File: config.mk
export PLATFORM = sky130hd
export DESIGN_NAME = bcr_bank
export DESIGN_NICKNAME = d
export VERILOG_FILES = /design/src/bcr_bank.sv
export SDC_FILE = /design/constraint.sdc
export NUM_CORES = 1
export LEC_CHECK = 0
export BUFFER_PORTS_ARGS = -buffer_cell sky130_fd_sc_hd__buf_4
export CAP_MARGIN = 15
export CORE_MARGIN = 5
export CORE_UTILIZATION = 50
export CTS_CLUSTER_SIZE = 16
export DETAILED_ROUTE_END_ITERATION = 6
export GPL_TIMING_DRIVEN = 0
export PLACE_DENSITY = 0.78
export SETUP_SLACK_MARGIN = 0.5
export SLEW_MARGIN = 20
export SYNTH_ARGS = -nofsm -noshare
export SYNTH_HDL_FRONTEND = slang
export SYNTH_SLANG_ARGS = --single-unit
File: constraint.sdc
create_clock -name clk -period 3.3 [get_ports clk]
set_clock_uncertainty 0.1 [all_clocks]
set_input_delay 0.165 -clock clk [delete_from_list [all_inputs] [get_ports clk]]
set_output_delay 0.165 -clock clk [all_outputs]
set_load 0.005 [all_outputs]
File: src/bcr_bank.sv
// One bank of the frame store: one write port, one registered read port.
module bcr_bank #(
  parameter int Depth = 4,
  parameter int AW = 2
) (
  input  logic          clk,
  input  logic          we,
  input  logic [AW-1:0] waddr,
  input  logic [7:0]    wdata,
  input  logic [AW-1:0] raddr,
  output logic [7:0]    rdata
);
  logic [7:0] mem [Depth];
  always_ff @(posedge clk) begin
    if (we) mem[waddr] <= wdata;
    rdata <= mem[raddr];
  end
endmodule

; ---- Word level (Yosys, flattened, before mapping)
; Memories as Yosys holds them, arrays and structs flattened. A register that Yosys moved wholly into a read port is not among the register bits.
; Cells that the tools add are included.
[word_totals]
regBits = 0
mem_bits_rw = 32
in_bits = 14
out_inout_bits = 8
word_cells = 3
mem_count = 1
[classes]
n_mux = 2
[memory_table]
columns = name, depth, width, read_ports, rd_ports_with_merged_regs, wr, line_no
row1 = mem, 4, 8, 1, 1, 1, 13  ; logic [7:0] mem [Depth];
[ops]
columns = op, n
row1 = $mux W1, 2

; ---- Logic depth before layout (Yosys ltp)
[depth]
ltp_word = 2
mapped_depth = 2

; ---- Worst setup path after synthesis
; No wires, ideal clock.
[synth_path]
kind = input-to-reg
start = input port waddr[0]
end = memory mem[0][0] (enable)
setup_ns = 0.385
arrival_time_ns = 0.844
setup_slack_ns = 1.971
cell_stages = 1
path_buffers = 0
path_cell_list = nor3b_1
[synth_lines]
columns = item, line_no
row1 = from (decl), 8  ; input logic [AW-1:0] waddr,
row2 = to (decl), 13
; Straight into the memory's write port.

; ---- Final worst setup path
[layout_path]
start = memory mem[3][4]
end = register rdata[4], read port of mem
[layout_lines]
columns = item, line_no
row1 = to (decl), 11  ; output logic [7:0] rdata
; No word-level cell between the ends.

==> flow_metrics.tcl <==
set metrics [dict create \
    std_cell_rows 18 \
    timing.rr.start "mem[3][4]$_DFFE_PP_" \
    drc 0 \
    grtUsageTotal_pct 12.8 \
    path_clk_slew_ps 110 \
    post-route-min-period_ps 1090 \
    grt_first_pass_wirelength_um 3170 \
    critical_path_buf_inv_count 0 \
    syn-num-nets 68 \
    grt_overflow 0 \
    min-delay-start "waddr[1]" \
    cp-end-kind "flip-flop" \
    nNetsFinal 102 \
    vias 625 \
    ys_seq_area_share_pct 83.1 \
    fmax_mhz 914 \
    io_pins 22 \
    cts_sinks 40 \
    dr.pass1.iters 4 \
    postCtsSetupRepairBufs 0 \
    cp_cell_sequence "mux4_2" \
    relSlewSlack_pct 54.4 \
    place_worst_setup_slack_ps 1900 \
    power_density_mw_per_mm2 534 \
    ant_nets 0 \
    hold_violations 0 \
    slew_violations 0 \
    rsz0062_at_grt "no" \
    setup_viol 0 \
    worstMarginPinSlew_ps 681 \
    final_cell_mix "edfxtp_1, buf_4, mux4_2, dlygate4sd3_1, dfxtp_1" \
    grt_pass1_vias 676 \
    worstHoldPathCells 2 \
    cp_data_arrival_time_ps 1210 \
    syn-cell-area_sq_mm 0.00135 \
    peakVddDrop_uv 446 \
    antenna_found_initial 0 \
    routed_wl_um 2030 \
    required_ps 3420 \
    final.period_utilization_pct 33.2 \
    status "complete, no violations" \
    reg2reg_to "rdata[4]$_DFF_P_" \
    grt_max_degree 12 \
    start_util_pct 53.5 \
    n_antenna_cell 0 \
    avgSynthCellArea_sq_um 25.0 \
    avgRoutedWirePerCell_um 17.1 \
    ctsHtreeMaxLevel 2 \
    n_fill_cell 169 \
    crit_type "flip-flop to flip-flop" \
    rrSetupSlack_ps 2210 \
    worstHoldEndpoint "mem[0][4]$_DFFE_PP_" \
    clk_path_buf_depth 2 \
    cp_max_fo 1 \
    die_y_um 61.9 \
    place_congestion 0.698 \
    worstRegToRegCells 1 \
    die_w_um 61.9 \
    die-area_sq_mm 0.00384 \
    maxCapViolCount 0 \
    cts_tree "built" \
    cts_buffers 5 \
    ys_warn_count 0 \
    cts_root_buffer "clkbuf_4" \
    slowest_stage "mux4_2" \
    p_leak_nw 0.603 \
    timing.critical_path.max_delay_family "multiplexers" \
    ys_types 8 \
    port_buffers 19 \
    p_total_mw 0.894 \
    critPathLaunchType "flip-flop" \
    ys_ff_latch 40 \
    drive_above_1_share_pct 40.4 \
    layout_commonest_cell "edfxtp_1" \
    via_per_inst 5.25 \
    fin_tns_setup_ps 0 \
    area_growth_pct 24.0 \
    cp_slowest_stage_delay_ps 480 \
    clkLatencyLatePin_ps 330 \
    final_cells 119 \
    min_path_type "input pin to flip-flop" \
    core_sq_mm 0.00252 \
    placed_cells 103 \
    setup_ws_ps 2210 \
    syn_inst 54 \
    drt-initial-drc-count 12 \
]
==> worst max-delay path by stage <==
stage / startpoint / to / slack (ps) / cells past startpoint
floorplan: waddr[0] / mem[0][0]$_DFFE_PP_ / 1970 / 1
global placement: waddr[0] / mem[0][5]$_DFFE_PP_ / 1480 / 2
detailed placement: waddr[0] / mem[0][3]$_DFFE_PP_ / 1900 / 2
CTS: mem[3][4]$_DFFE_PP_ / rdata[4]$_DFF_P_ / 2190 / 1
global route: mem[3][4]$_DFFE_PP_ / rdata[4]$_DFF_P_ / 2180 / 1
finish: mem[3][4]$_DFFE_PP_ / rdata[4]$_DFF_P_ / 2210 / 1
==> through the flow <==
step / util, % / instance area (sq um) / hold WS [ps]
2_1_floorplan: - / 1350 / 164
3_5_place_dp: 60.8 / 1530 / 268
6_report: 66.3 / 1670 / 113
3_3_place_gp: 60.6 / 1530 / 265
5_1_grt: 66.3 / 1670 / 105
4_1_cts: 66.3 / 1670 / 113
==> cell type report <==
type                            count  area (sq um)  share of cell area (%)
Multi-Input combinational cell     12           216                    12.9
Tap cell                           30          37.5                    2.24
Sequential cell                    40          1120                    67.0
Buffer                              2          16.3                   0.972
Clock buffer                        8          58.8                    3.52
Timing Repair Buffer               27           223                    13.3
==> cells by family after synthesis <==
group / count (synthesis) / share of synthesized area (%)
DFF: 40 / 83.1
buffers and inverters: 2 / 1.21
muxes: 8 / 13.4
and+or+nand+nor: 4 / 2.32
==> cell usage after synthesis <==
library cell / count / area (sq um)
edfxtp_1: 32 / 961
dfxtp_1: 8 / 160
mux4_2: 8 / 180
and3b_1: 2 / 17.5
and3_1: 1 / 6.26
buf_6: 1 / 11.3
clkbuf_2: 1 / 5.00
nor3b_1: 1 / 7.51
==> where the power goes <==
part	internal (mW)	leakage [nW]	switching [mW]
clock network	0.105	0.0326	0.139
registers	0.574	0.361	0.00670
logic	0.0430	0.209	0.0260
==> sequential cells by signal, indices dropped and copies added, names as in the netlist <==
register	flops
mem	32
rdata	8
==> what timing repair did <==
item | 4_1_cts | 5_1_grt
resized for setup | 0 | 0
endpoints found under the hold margin | 32 | 0
hold buffers | 8 | 0
==> routing by layer <==
layer | global-route usage, % | wire length, um | vias to the layer above | share of wire, %
met3 | 6.61 | 146 | 4 | 7.2
met2 | 22.6 | 1110 | 19 | 55
met4 | 3.64 | 27 | 0 | 1.3
met5 | 0 | 0 | - | 0
met1 | 13.2 | 745 | 308 | 37
li1 | - | - | 294 | -
Power figures use the tool's default switching activity.
