===== src/bcr_pkg.sv =====
// Package: shared types and constants for the bilinear calibration remap unit.
package bcr_pkg;
  localparam int DefMaxWidth  = 512;
  localparam int DefMaxHeight = 512;
  localparam int DefMaxPlanes = 3;

  localparam logic FUNC_WRITE   = 1'b0;
  localparam logic FUNC_REQUEST = 1'b1;

  localparam logic [2:0] REG_WIDTH    = 3'd0;
  localparam logic [2:0] REG_HEIGHT   = 3'd1;
  localparam logic [2:0] REG_PLANES   = 3'd2;
  localparam logic [2:0] REG_STEP_X   = 3'd3;
  localparam logic [2:0] REG_STEP_Y   = 3'd4;
  localparam logic [2:0] REG_OFFSET_X = 3'd5;
  localparam logic [2:0] REG_OFFSET_Y = 3'd6;

  localparam logic [59:0] STEP_RESET = 60'd72057662757470208;

  typedef struct packed {
    logic       func;
    logic [8:0] col;
    logic [8:0] row;
    logic [1:0] plane;
    logic [7:0] value;
  } req_t;

  typedef struct packed {
    logic [7:0] pixel_out;
    logic       edge_copied;
  } res_t;
endpackage


===== src/bcr_regs.sv =====
// Configuration register file on an APB-style port.
module bcr_regs (
  input  logic        clk,
  input  logic        rst,
  input  logic        psel,
  input  logic        penable,
  input  logic        pwrite,
  input  logic [5:0]  paddr,
  input  logic [63:0] pwdata,
  output logic [63:0] prdata,
  output logic        pready,
  output logic [9:0]  image_width,
  output logic [9:0]  image_height,
  output logic [1:0]  plane_count,
  output logic [59:0] step_x_packed,
  output logic [59:0] step_y_packed,
  output logic [59:0] offset_x_packed,
  output logic [59:0] offset_y_packed
);
  logic [2:0] idx;
  logic       wr;
  assign idx = paddr[5:3];
  assign wr = psel && penable && pwrite;
  assign pready = 1'b1;

  always_ff @(posedge clk) begin
    if (rst) begin
      image_width     <= 10'd512;
      image_height    <= 10'd512;
      plane_count     <= 2'd3;
      step_x_packed   <= bcr_pkg::STEP_RESET;
      step_y_packed   <= bcr_pkg::STEP_RESET;
      offset_x_packed <= '0;
      offset_y_packed <= '0;
    end else if (wr) begin
      unique case (idx)
        bcr_pkg::REG_WIDTH:    image_width     <= pwdata[9:0];
        bcr_pkg::REG_HEIGHT:   image_height    <= pwdata[9:0];
        bcr_pkg::REG_PLANES:   plane_count     <= pwdata[1:0];
        bcr_pkg::REG_STEP_X:   step_x_packed   <= pwdata[59:0];
        bcr_pkg::REG_STEP_Y:   step_y_packed   <= pwdata[59:0];
        bcr_pkg::REG_OFFSET_X: offset_x_packed <= pwdata[59:0];
        bcr_pkg::REG_OFFSET_Y: offset_y_packed <= pwdata[59:0];
        default: ;
      endcase
    end
  end

  always_comb begin
    unique case (idx)
      bcr_pkg::REG_WIDTH:    prdata = {54'd0, image_width};
      bcr_pkg::REG_HEIGHT:   prdata = {54'd0, image_height};
      bcr_pkg::REG_PLANES:   prdata = {62'd0, plane_count};
      bcr_pkg::REG_STEP_X:   prdata = {4'd0, step_x_packed};
      bcr_pkg::REG_STEP_Y:   prdata = {4'd0, step_y_packed};
      bcr_pkg::REG_OFFSET_X: prdata = {4'd0, offset_x_packed};
      bcr_pkg::REG_OFFSET_Y: prdata = {4'd0, offset_y_packed};
      default:               prdata = '0;
    endcase
  end
endmodule


===== config.mk =====
export PLATFORM = sky130hd
export DESIGN_NAME = bcr_regs
export DESIGN_NICKNAME = d
export VERILOG_FILES = /design/src/bcr_pkg.sv /design/src/bcr_regs.sv
export SDC_FILE = /design/constraint.sdc
export NUM_CORES = 1
export LEC_CHECK = 0
export BUFFER_PORTS_ARGS = -buffer_cell sky130_fd_sc_hd__buf_4
export CAP_MARGIN = 0
export CORE_ASPECT_RATIO = 0.7
export CORE_MARGIN = 2
export CORE_UTILIZATION = 40
export DETAILED_ROUTE_END_ITERATION = 8
export MAX_ROUTING_LAYER = met4
export PLACE_DENSITY = 0.66
export SETUP_SLACK_MARGIN = 0.4
export SLEW_MARGIN = 10
export SYNTH_ARGS = -nofsm -noshare
export SYNTH_HDL_FRONTEND = slang
export SYNTH_SLANG_ARGS = --single-unit

===== constraint.sdc =====
create_clock -name clk -period 1.2 [get_ports clk]
set_input_delay 0.12 -clock clk [delete_from_list [all_inputs] [get_ports clk]]
set_output_delay 0.12 -clock clk [all_outputs]
set_load 0.02 [all_outputs]

# Yosys cells after proc, flatten, opt, wreduce, memory -nomap -nowiden
# Index checks and enable logic that the tools add are counted.
[word_totals] ff_bits=262 inputBits=75
[op_classes] n_eq_ne=6 muxes=1 reduce_logical=10
[ops] operator="$pmux 60 s7" count=1
[ops] operator="$reduce_and 2->1" count=7
[ops] operator="$eq 3x3->1 const B" count=3
[ops] operator="$eq 3x2->1 const B" count=2
[ops] operator="$eq 3x1->1 const B" count=1
[ops] operator="$logic_not 3->1" count=1
[ops] operator="$logic_and 1x1->1" count=2

# Logic depth before layout (Yosys ltp)
# Gate-level depths: netlist of the first run.
[depth] ltp_word=3 depth_mapped=7 mapped_depth_nobuf=3

# Worst setup path after synthesis of the first run
# Ideal clock, no wire load.
[synth_path] path_kind="register to output" from="reg step_x_packed[0]" to="out prdata[0]" t_arrival_ps=1255 required_ps=1080 setup_slack_ps=-175 stages_incl_launch_ff=4 n_path_buf=0 cell_sequence="dfxtp_1 -> mux2_2 -> a221oi_1 -> a221oi_1"
[synth_via] elab_chain_len=1
[synth_rtl] element="start, declared" line_no="bcr_regs.sv:15" text="output logic [59:0] step_x_packed,"
[synth_rtl] element="start signal, assigned" line_no="bcr_regs.sv:31" text="step_x_packed <= bcr_pkg::STEP_RESET;"
[synth_rtl] element="start signal, assigned" line_no="bcr_regs.sv:40" text="bcr_pkg::REG_STEP_X: step_x_packed <= pwdata[59:0];"
[synth_rtl] element="$pmux 60 s7" line_no="bcr_regs.sv:50" text="unique case (idx)"
[synth_rtl] element="end, declared" line_no="bcr_regs.sv:10" text="output logic [63:0] prdata,"
# No other way between the ends.

# Worst setup path after layout of the first run
[layout_path] from="reg step_y_packed[6]" to="out prdata[6]"
[layout_via] elab_chain_len=1
[layout_rtl] element="start, declared" line_no="bcr_regs.sv:16" text="output logic [59:0] step_y_packed,"
[layout_rtl] element="start signal, assigned" line_no="bcr_regs.sv:32" text="step_y_packed <= bcr_pkg::STEP_RESET;"
[layout_rtl] element="start signal, assigned" line_no="bcr_regs.sv:41" text="bcr_pkg::REG_STEP_Y: step_y_packed <= pwdata[59:0];"
[layout_rtl] element="$pmux 60 s7" line_no="bcr_regs.sv:50"
# No other way between the ends.

==> results.ini, run 1 <==
[run_status]
status=finished, violations left
violations=setup timing

[sta]
finalSetupViolCount=194
fin_skew_ps=0
rsz0062_at_grt=yes
period_minus_slack_ps=1800
hold_slack_ps=82.0
fin_crit_sh_pct=150
fmax_ghz=0.556
finalMaxSlewViolations=0
finalHoldViolations=0
setup_slack_ps=-598

[cells_and_area]
diodes=0
drive_gt1_share_pct=56.7
fin_area_mm2=0.0223
areaGrowthSynthToFinish_pct=81.3
nets=2018
final_cells=2374

[die]
ios=402
die_x_um=214
rows=53
die_h_um=151
start_util_pct=40.8
dieArea_mm2=0.0322
core_mm2=0.0302

[worst_setup_path]
crit_path_end=prdata[6]
crit_path_max_fanout=2
startpoint_type=flip-flop
crit_path_end_kind=output pin
rr_worst_depth=6
worstPathArrival_ps=1680
crit_type=flip-flop to output pin
rr_endpoint=step_y_packed[14]
worstPathRequired_ps=1080
r2r_start=step_y_packed[14]
reg2reg_slack_ps=230
worstSetupStartpoint=step_y_packed[6]

[cts]
cts_tree=yes
clock-sinks=262
clk_latency_ps=550
cts_root_buf=clkbuf_16
cts.clk_slew.worst_paths_ps=60
cts.path.max_buffers=3
cts_buffers=27
htree_levels=1

[power_and_ir_drop]
netSwitchingFraction_pct=24.9
p_per_area_mw_per_mm2=885
p_comb_share_pct=11.5
irDropWorstVdd_v=0.000823
p_clk_share_pct=44.2
p_int_mw=14.8
seqPwrFrac_pct=44.2
p_sw_mw=4.92
p_leak_nw=10.7

[synthesis]
synth_top_cell_area_share_pct=42.6
yosysTopAreaCell=dfxtp_1
yosysSeqAreaShare_pct=42.6
ys.flop_type=dfxtp_1
synth_enable_flop_cells=0
syn_area_mm2=0.0123
netlist_instances=1229
synth.distinct_cells=32
synth.area.top_cells=dfxtp_1 43%, mux2i_1 26%, nand2b_1 16%
synth_most_common_cell=mux2i_1
async_reset_ff_share_pct=0
synth_seq_cells=262
synth_commonest_cells=320 x mux2i_1, 313 x nand2b_1, 262 x dfxtp_1
synth_warnings=0
avgSynthCellArea_um2=10.0

[min_path]
worstHoldStart=pwdata[5]
min_path_type=input pin to flip-flop

[detailed_routing]
via_per_inst=5.21
drt-pass1-iter-count=5
drt_iter0_markers=637
wire_per_inst_um=22.2
wl_um=52700
drc_errors=0
route.vias.total=12362
ant_nets=0

[place]
placed_cell_area_mm2=0.0167
gp_congestion=0.806
post-dp-hpwl_um=30600
io_buffers=389
dp_slack_ps=-290
dp_cells=2052

[global_routing]
globalRouteOverflowTotal=0
grt_pass1_vias=12163
grt_pass1_wl_um=71600
antenna_found_initial=0
grt_usage_pct=30.0
grt_max_degree=65

[run]
drv_cap=0

==> flip-flops by register name (all words and copies together) (netlist names) <==
register / count
plane_count: 2
image_height: 10
offset_x_packed: 60
step_x_packed: 60
step_y_packed: 60
image_width: 10
offset_y_packed: 60
==> placed cells by master (no fill, tap or decap), types with 12 or more instances in the layout <==
master | Yosys | layout
nand2_1 | 52 | 50
buf_4 | 25 | 247
dlygate4sd3_1 | 0 | 59
o211ai_1 | 50 | 50
nand3_1 | 51 | 46
clkbuf_16 | 0 | 33
dfxtp_4 | 0 | 40
nand2b_4 | 0 | 22
nand2b_1 | 313 | 291
dfxtp_2 | 0 | 222
buf_6 | 3 | 443
mux2i_1 | 320 | 312
buf_12 | 0 | 31
nor2_1 | 14 | 12
==> worst max-delay path: stages, from the launching register on <==
cell      delay (ps)
dfxtp_2          330
mux2_4           290
a221oi_2         300
a21oi_2           80
buf_6            140
==> metal layers <==
metal / routed length, um / share of wire, % / GRT usage [%]
met4: 1740 / 3.3 / 7.81
met1: 22300 / 42 / 37.9
met5: 0 / 0 / -
met3: 3460 / 6.6 / 6.22
met2: 25100 / 48 / 49.0
==> what timing repair did <==
action | CTS | global route
gates resized for setup | 603 | 166
gates cloned | 2 | 8
setup buffers | 103 | 102
pin swaps | 31 | 40
hold endpoints to repair | 250 | 0
hold buffers | 59 | 0
endpoints found under the setup margin | 326 | 457
==> power groups by stage <==
stage               combinational (mW)  sequential (mW)  clock (mW)
global placement                  1.72             9.01           0
global route                      2.38             8.75        9.21
CTS                               2.06             8.80        8.79
floorplan                        0.947             9.07           0
finish                            2.28             8.75        8.75
detailed placement                1.74             9.01           0
==> through the flow <==
stage | power [mW] | util [%] | setup TNS, ps
CTS | 19.6 | 68.6 | -24320
detailed placement | 10.7 | 55.4 | -36560
floorplan | 10.0 | - | 0
global placement | 10.7 | 55.4 | -35380
finish | 19.8 | 74.0 | -26800
global route | 20.3 | 74.0 | -34930
==> worst min path at each step <==
| stage | end | slack (ps) | depth (start not counted) |
|---|---|---|---|
| floorplan | plane_count[1] | 240 | 1 |
| global placement | plane_count[1] | 360 | 2 |
| detailed placement | plane_count[1] | 360 | 2 |
| CTS | step_y_packed[5] | 2 | 3 |
| global route | image_width[5] | 60 | 3 |
| finish | step_y_packed[5] | 80 | 3 |
==> cell type report <==
type                            instances  area [um^2]
Clock buffer                           36          781
Clock inverter                         12          123
Fill cell                            1948         7840
Inverter                                2         7.51
Multi-Input combinational cell        863         7000
Sequential cell                       262         5670
Tap cell                              412          515
Timing Repair Buffer                  787         8230
==> logic make-up after synthesis <==
logic type | synth area share, %
buffers and inverters | 4.48
multiplexers | 27.1
AO/OA/AOI/OAI | 4.86
flip-flops | 42.6
AND/OR/NAND/NOR | 20.9
other | 0.0610
No activity file was read; power rests on OpenSTA's default activity.
==> inputs of run 2 (changes only) <==
CORE_ASPECT_RATIO = 1.5   (was 0.7)
HOLD_SLACK_MARGIN = 0.03   (was unset)
==> results.ini, run 2 (synthesized netlist as in run 1, its figures left out) <==
[power_and_ir_drop]
p_per_area_mw_per_mm2=880  ; -0.55%
p_int_mw=14.6  ; -1.5%
p_sw_mw=4.70  ; -4.5%
p_comb_share_pct=11.2  ; -0.3 points
power_mw=19.3  ; -2.2%
p_clk_share_pct=43.4  ; -0.8 points
irDropWorstVdd_v=0.000963  ; +17%
seqPwrFrac_pct=45.4  ; +1.2 points
netSwitchingFraction_pct=24.3  ; -0.57 points
p_leak_nw=10.5  ; -1.9%

[worst_setup_path]
crit_type=flip-flop to output pin
worstPathRequired_ps=1080  ; about the same
startpoint_type=flip-flop
path_cells=mux2_4 -> a221o_1 -> buf_6
crit_path_max_fanout=2  ; unchanged
critPathMaxStageDelay_ps=380  ; +50 ps
path_delay_family=compound AO/OA/AOI/OAI gates
worstPathArrival_ps=1670  ; about the same
rr_endpoint=offset_y_packed[28]
r2r_start=offset_y_packed[28]
reg2reg_slack_ps=260  ; +30 ps
path_buf_inv=1  ; unchanged
cp_slowest_cell=a221o_1
crit_path_end_kind=output pin
rr_worst_depth=5  ; -1

[detailed_routing]
drc_errors=0  ; unchanged
route.vias.total=12125  ; -1.9%
drt_iter0_markers=499  ; -22%
drt-pass1-iter-count=7  ; +2
via_per_inst=5.19  ; -0.32%
wl_um=49100  ; -6.9%
ant_nets=0  ; unchanged
wire_per_inst_um=21.0  ; -5.3%

[sta]
fmax_ghz=0.559  ; +0.47%
period_minus_slack_ps=1790  ; -8.43 ps
finalMaxSlewViolations=0  ; unchanged
setup_slack_ps=-589  ; +8.43 ps
hold_slack_ps=72.5  ; -9.55 ps
fin_crit_sh_pct=149  ; -0.70 points
finalSetupViolCount=198  ; +2.1%
finalHoldViolations=0  ; unchanged
fin_skew_ps=0  ; unchanged
rsz0062_at_grt=yes

[place]
placed_cell_area_mm2=0.0167  ; about the same
post-dp-hpwl_um=29500  ; -3.9%
gp_congestion=0.866  ; +7.4%
io_buffers=389  ; unchanged
dp_cells=2037  ; -0.73%

[die]
dieArea_mm2=0.0322  ; about the same
rows=78  ; +47%
core_mm2=0.0303  ; +0.27%
start_util_pct=40.7  ; -0.11 points
ios=402  ; unchanged
die_h_um=219  ; +45%
die_x_um=147  ; -31%

[cts]
cts.path.max_buffers=3  ; unchanged
htree_levels=1  ; unchanged
cts_buffers=26  ; -3.7%
clock-sinks=262  ; unchanged
clk_latency_ps=540  ; about the same
cts_root_buf=clkbuf_16
cts.clk_slew.worst_paths_ps=70  ; about the same
cts_tree=yes

[global_routing]
grt_usage_pct=27.6  ; -2.3 points
globalRouteOverflowTotal=0  ; unchanged
grt_pass1_vias=12260  ; +0.80%
grt_max_degree=83  ; +28%
antenna_found_initial=2  ; +2
grt_pass1_wl_um=68500  ; -4.3%

[cells_and_area]
final_util_pct=72.6  ; -1.5 points
drive_gt1_share_pct=55.2  ; -1.5 points
final_cell_mix=421 x buf_6, 314 x mux2i_1, 302 x nand2b_1
final_cells=2336  ; -1.6%
fin_area_mm2=0.0220  ; -1.7%
areaGrowthSynthToFinish_pct=78.2
mostFrequentLayoutCell=buf_6
nets=1991  ; -1.3%

[min_path]
min_path_type=input pin to flip-flop
holdPathEnd=image_height[9]
worstHoldStart=rst
holdPathStages=4  ; +1

[run_status]
violations=setup timing
status=finished, violations left

[run]
drv_cap=0  ; unchanged

## run 2: what timing repair did
action,in CTS,in global routing
endpoints found under the hold margin,262,0
pin swaps,28,33
setup endpoints to repair,452,420
resized for setup,602,115
cloned,0,10
hold buffers,61,0
buffers inserted,90,90
## run 2: area by class of cell
class	count	area, um^2
well taps	400	500
clock buffers	39	801
clock inverters	7	67.6
multi-input cells	863	6900
inverters	2	7.51
repair buffers	761	8040
flip-flops and latches	262	5630
fillers	2064	8300
diodes	2	5.00
## run 2: worst max path at each step
| stage | from | end | slack [ps] | cells past startpoint |
|---|---|---|---|---|
| global route | offset_y_packed[6] | prdata[6] | -640 | 4 |
| global placement | paddr[4] | prdata[47] | -370 | 6 |
| CTS | image_height[8] | prdata[8] | -610 | 3 |
| detailed placement | paddr[4] | prdata[47] | -400 | 6 |
| finish | image_width[8] | prdata[8] | -590 | 3 |
| floorplan | paddr[4] | prdata[4] | 30 | 4 |
## run 2: metal layers
layer  share of wire (%)  wire length [um]  track usage (%)  up-vias
li1                    -                 -                -     5605
met2                  52             25300             49.1      453
met3                 4.6              2250             3.53      156
met4                 5.7              2800             15.3        0
met1                  38             18700             29.8     5911
met5                   0                 0                -        -
## run 2: power by group through the flow
stage | clock network (mW) | registers [mW] | logic [mW]
finish | 8.39 | 8.78 | 2.16
global route | 8.87 | 8.78 | 2.25
CTS | 8.52 | 8.80 | 2.02
detailed placement | 0 | 9.01 | 1.72
global placement | 0 | 9.00 | 1.71
floorplan | 0 | 9.07 | 0.947
## run 2: tightest hold or removal path: cells and delay by family
family                 cells  cell delay, ps
AND/OR/NAND/NOR            1              80
multiplexers               1              70
buffers and inverters      2             300
## run 2: stage by stage
step,setup WS (ps),setup TNS (ps)
after floorplan,31.2,0
after global placement,-373,-47340
after detailed placement,-400,-54970
after CTS,-608,-24140
after global routing,-640,-33220
final,-589,-24950
==> inputs of run 3 (changes only) <==
SKIP_LAST_GASP = 1   (was unset)
==> results.ini, run 3 (synthesized netlist as in run 1, its figures left out) <==
[run_status]
status=finished, violations left
violations=setup timing

[place]
placed_cell_area_mm2=0.0167  ; unchanged
gp_congestion=0.866  ; unchanged
dp_cells=2037  ; unchanged
io_buffers=389  ; unchanged
post-dp-hpwl_um=29500  ; unchanged
dp_slack_ps=-400  ; unchanged

[global_routing]
grt_max_degree=83  ; unchanged
globalRouteOverflowTotal=0  ; unchanged
grt_pass1_wl_um=68500  ; about the same
antenna_found_initial=2  ; unchanged
grt_usage_pct=27.6  ; about the same
grt_pass1_vias=12261  ; +0.0082%

[cts]
cts_tree=yes
cts.clk_slew.worst_paths_ps=70  ; about the same
cts.path.max_buffers=3  ; unchanged
cts_buffers=26  ; unchanged
clk_latency_ps=540  ; about the same
cts_root_buf=clkbuf_16
clock-sinks=262  ; unchanged
htree_levels=1  ; unchanged

[sta]
setup_slack_ps=-623  ; -33.7 ps
hold_slack_ps=72.6  ; +0.186 ps
finalSetupTns_ps=-25550  ; -610 ps
fin_crit_sh_pct=152  ; +2.8 points
period_minus_slack_ps=1820  ; +33.7 ps
finalSetupViolCount=198  ; unchanged
finalHoldViolations=0  ; unchanged
rsz0062_at_grt=yes
fmax_ghz=0.549  ; -1.9%
fin_skew_ps=0  ; unchanged
finalMaxSlewViolations=0  ; unchanged

[worst_setup_path]
worstPathArrival_ps=1700  ; +30 ps
crit_path_max_fanout=2  ; unchanged
startpoint_type=flip-flop
path_cells=mux2_2 -> a221o_1 -> buf_4
crit_path_end_kind=output pin
path_buf_inv=1  ; unchanged
cp_slowest_cell=a221o_1
cp.depth=3  ; unchanged
rr_worst_depth=5  ; unchanged
path_delay_family=compound AO/OA/AOI/OAI gates
worstPathRequired_ps=1080  ; about the same
crit_type=flip-flop to output pin
critPathMaxStageDelay_ps=380  ; about the same

[die]
core_mm2=0.0303  ; unchanged
die_h_um=219  ; unchanged
rows=78  ; unchanged
die_x_um=147  ; unchanged
dieArea_mm2=0.0322  ; unchanged
ios=402  ; unchanged
start_util_pct=40.7  ; unchanged

[detailed_routing]
drt_iter0_markers=452  ; -9.4%
route.vias.total=12169  ; +0.36%
ant_nets=0  ; unchanged
wl_um=49100  ; +0.13%
wire_per_inst_um=21.0  ; about the same
drc_errors=0  ; unchanged
drt-pass1-iter-count=5  ; -2
via_per_inst=5.20  ; +0.28%

[cells_and_area]
mostFrequentLayoutCell=buf_6
areaGrowthSynthToFinish_pct=78.1  ; about the same
final_cell_mix=417 x buf_6, 314 x mux2i_1, 302 x nand2b_1
fin_area_mm2=0.0219  ; about the same
final_cells=2338  ; +0.086%
fillers=2070  ; +0.29%
final_util_pct=72.5  ; about the same
drive_gt1_share_pct=55.2  ; about the same
nets=1992  ; +0.050%

[min_path]
min_path_type=input pin to flip-flop
holdPathStages=4  ; unchanged

[power_and_ir_drop]
p_per_area_mw_per_mm2=880  ; about the same
irDropWorstVdd_v=0.000967  ; +0.34%
p_leak_nw=10.5  ; about the same
power_mw=19.3  ; about the same

[run]
drv_cap=0  ; unchanged

[run 3: cell types whose count changed in the layout (fill, tap and decap cells not counted)]
cell,before,now
mux2_2,6,7
diode_2,2,3
mux2_4,6,5
buf_6,421,417
buf_4,236,241
[run 3: routing by layer]
metal,GRT usage (%),share of wire (%),vias up
li1,-,-,5607
met1,29.8,38,5925
met2,49.1,52,473
met3,3.51,4.8,164
met4,15.2,5.6,0
met5,-,0,-
[run 3: what timing repair did]
| action | in CTS | in global routing |
|---|---|---|
| pin swaps | 27 | 34 |
| setup endpoints to repair | 452 | 420 |
| hold buffers | 61 | 0 |
| gates cloned | 0 | 10 |
| gates resized for setup | 598 | 114 |
| setup buffers | 90 | 91 |
| hold endpoints to repair | 262 | 0 |
[run 3: where the power goes]
group / switching (mW) / total, mW / internal [mW] / leakage [nW]
registers: 0.0625 / 8.78 / 8.72 / 2.24
clock network: 3.58 / 8.38 / 4.81 / 0.421
logic: 1.06 / 2.16 / 1.10 / 7.81
total: 4.70 / 19.3 / 14.6 / 10.5
[run 3: path summary, 6_finish.rpt]
| path | start | endpoint | slack [ps] |
|---|---|---|---|
| min | rst | image_height[9] | 70 |
| max reg2reg | offset_y_packed[28] | offset_y_packed[28] | 260 |
| max | image_height[8] | prdata[8] | -620 |
| min reg2reg | step_x_packed[24] | step_x_packed[24] | 490 |
[run 3: tightest hold or removal path: stages]
cell and delay [ps]:
buf_6 140, buf_12 160, nor2_1 90, mux2i_1 70
[run 3: cell type report]
class	instances	area [um^2]	share of cell area [%]
Clock inverter	7	67.6	0.308
Tap cell	400	500	2.28
Timing Repair Buffer	762	8040	36.6
Multi-Input combinational cell	863	6900	31.4
Inverter	2	7.51	0.0342
Clock buffer	39	801	3.65
Sequential cell	262	5630	25.7
Antenna cell	3	7.51	0.0342
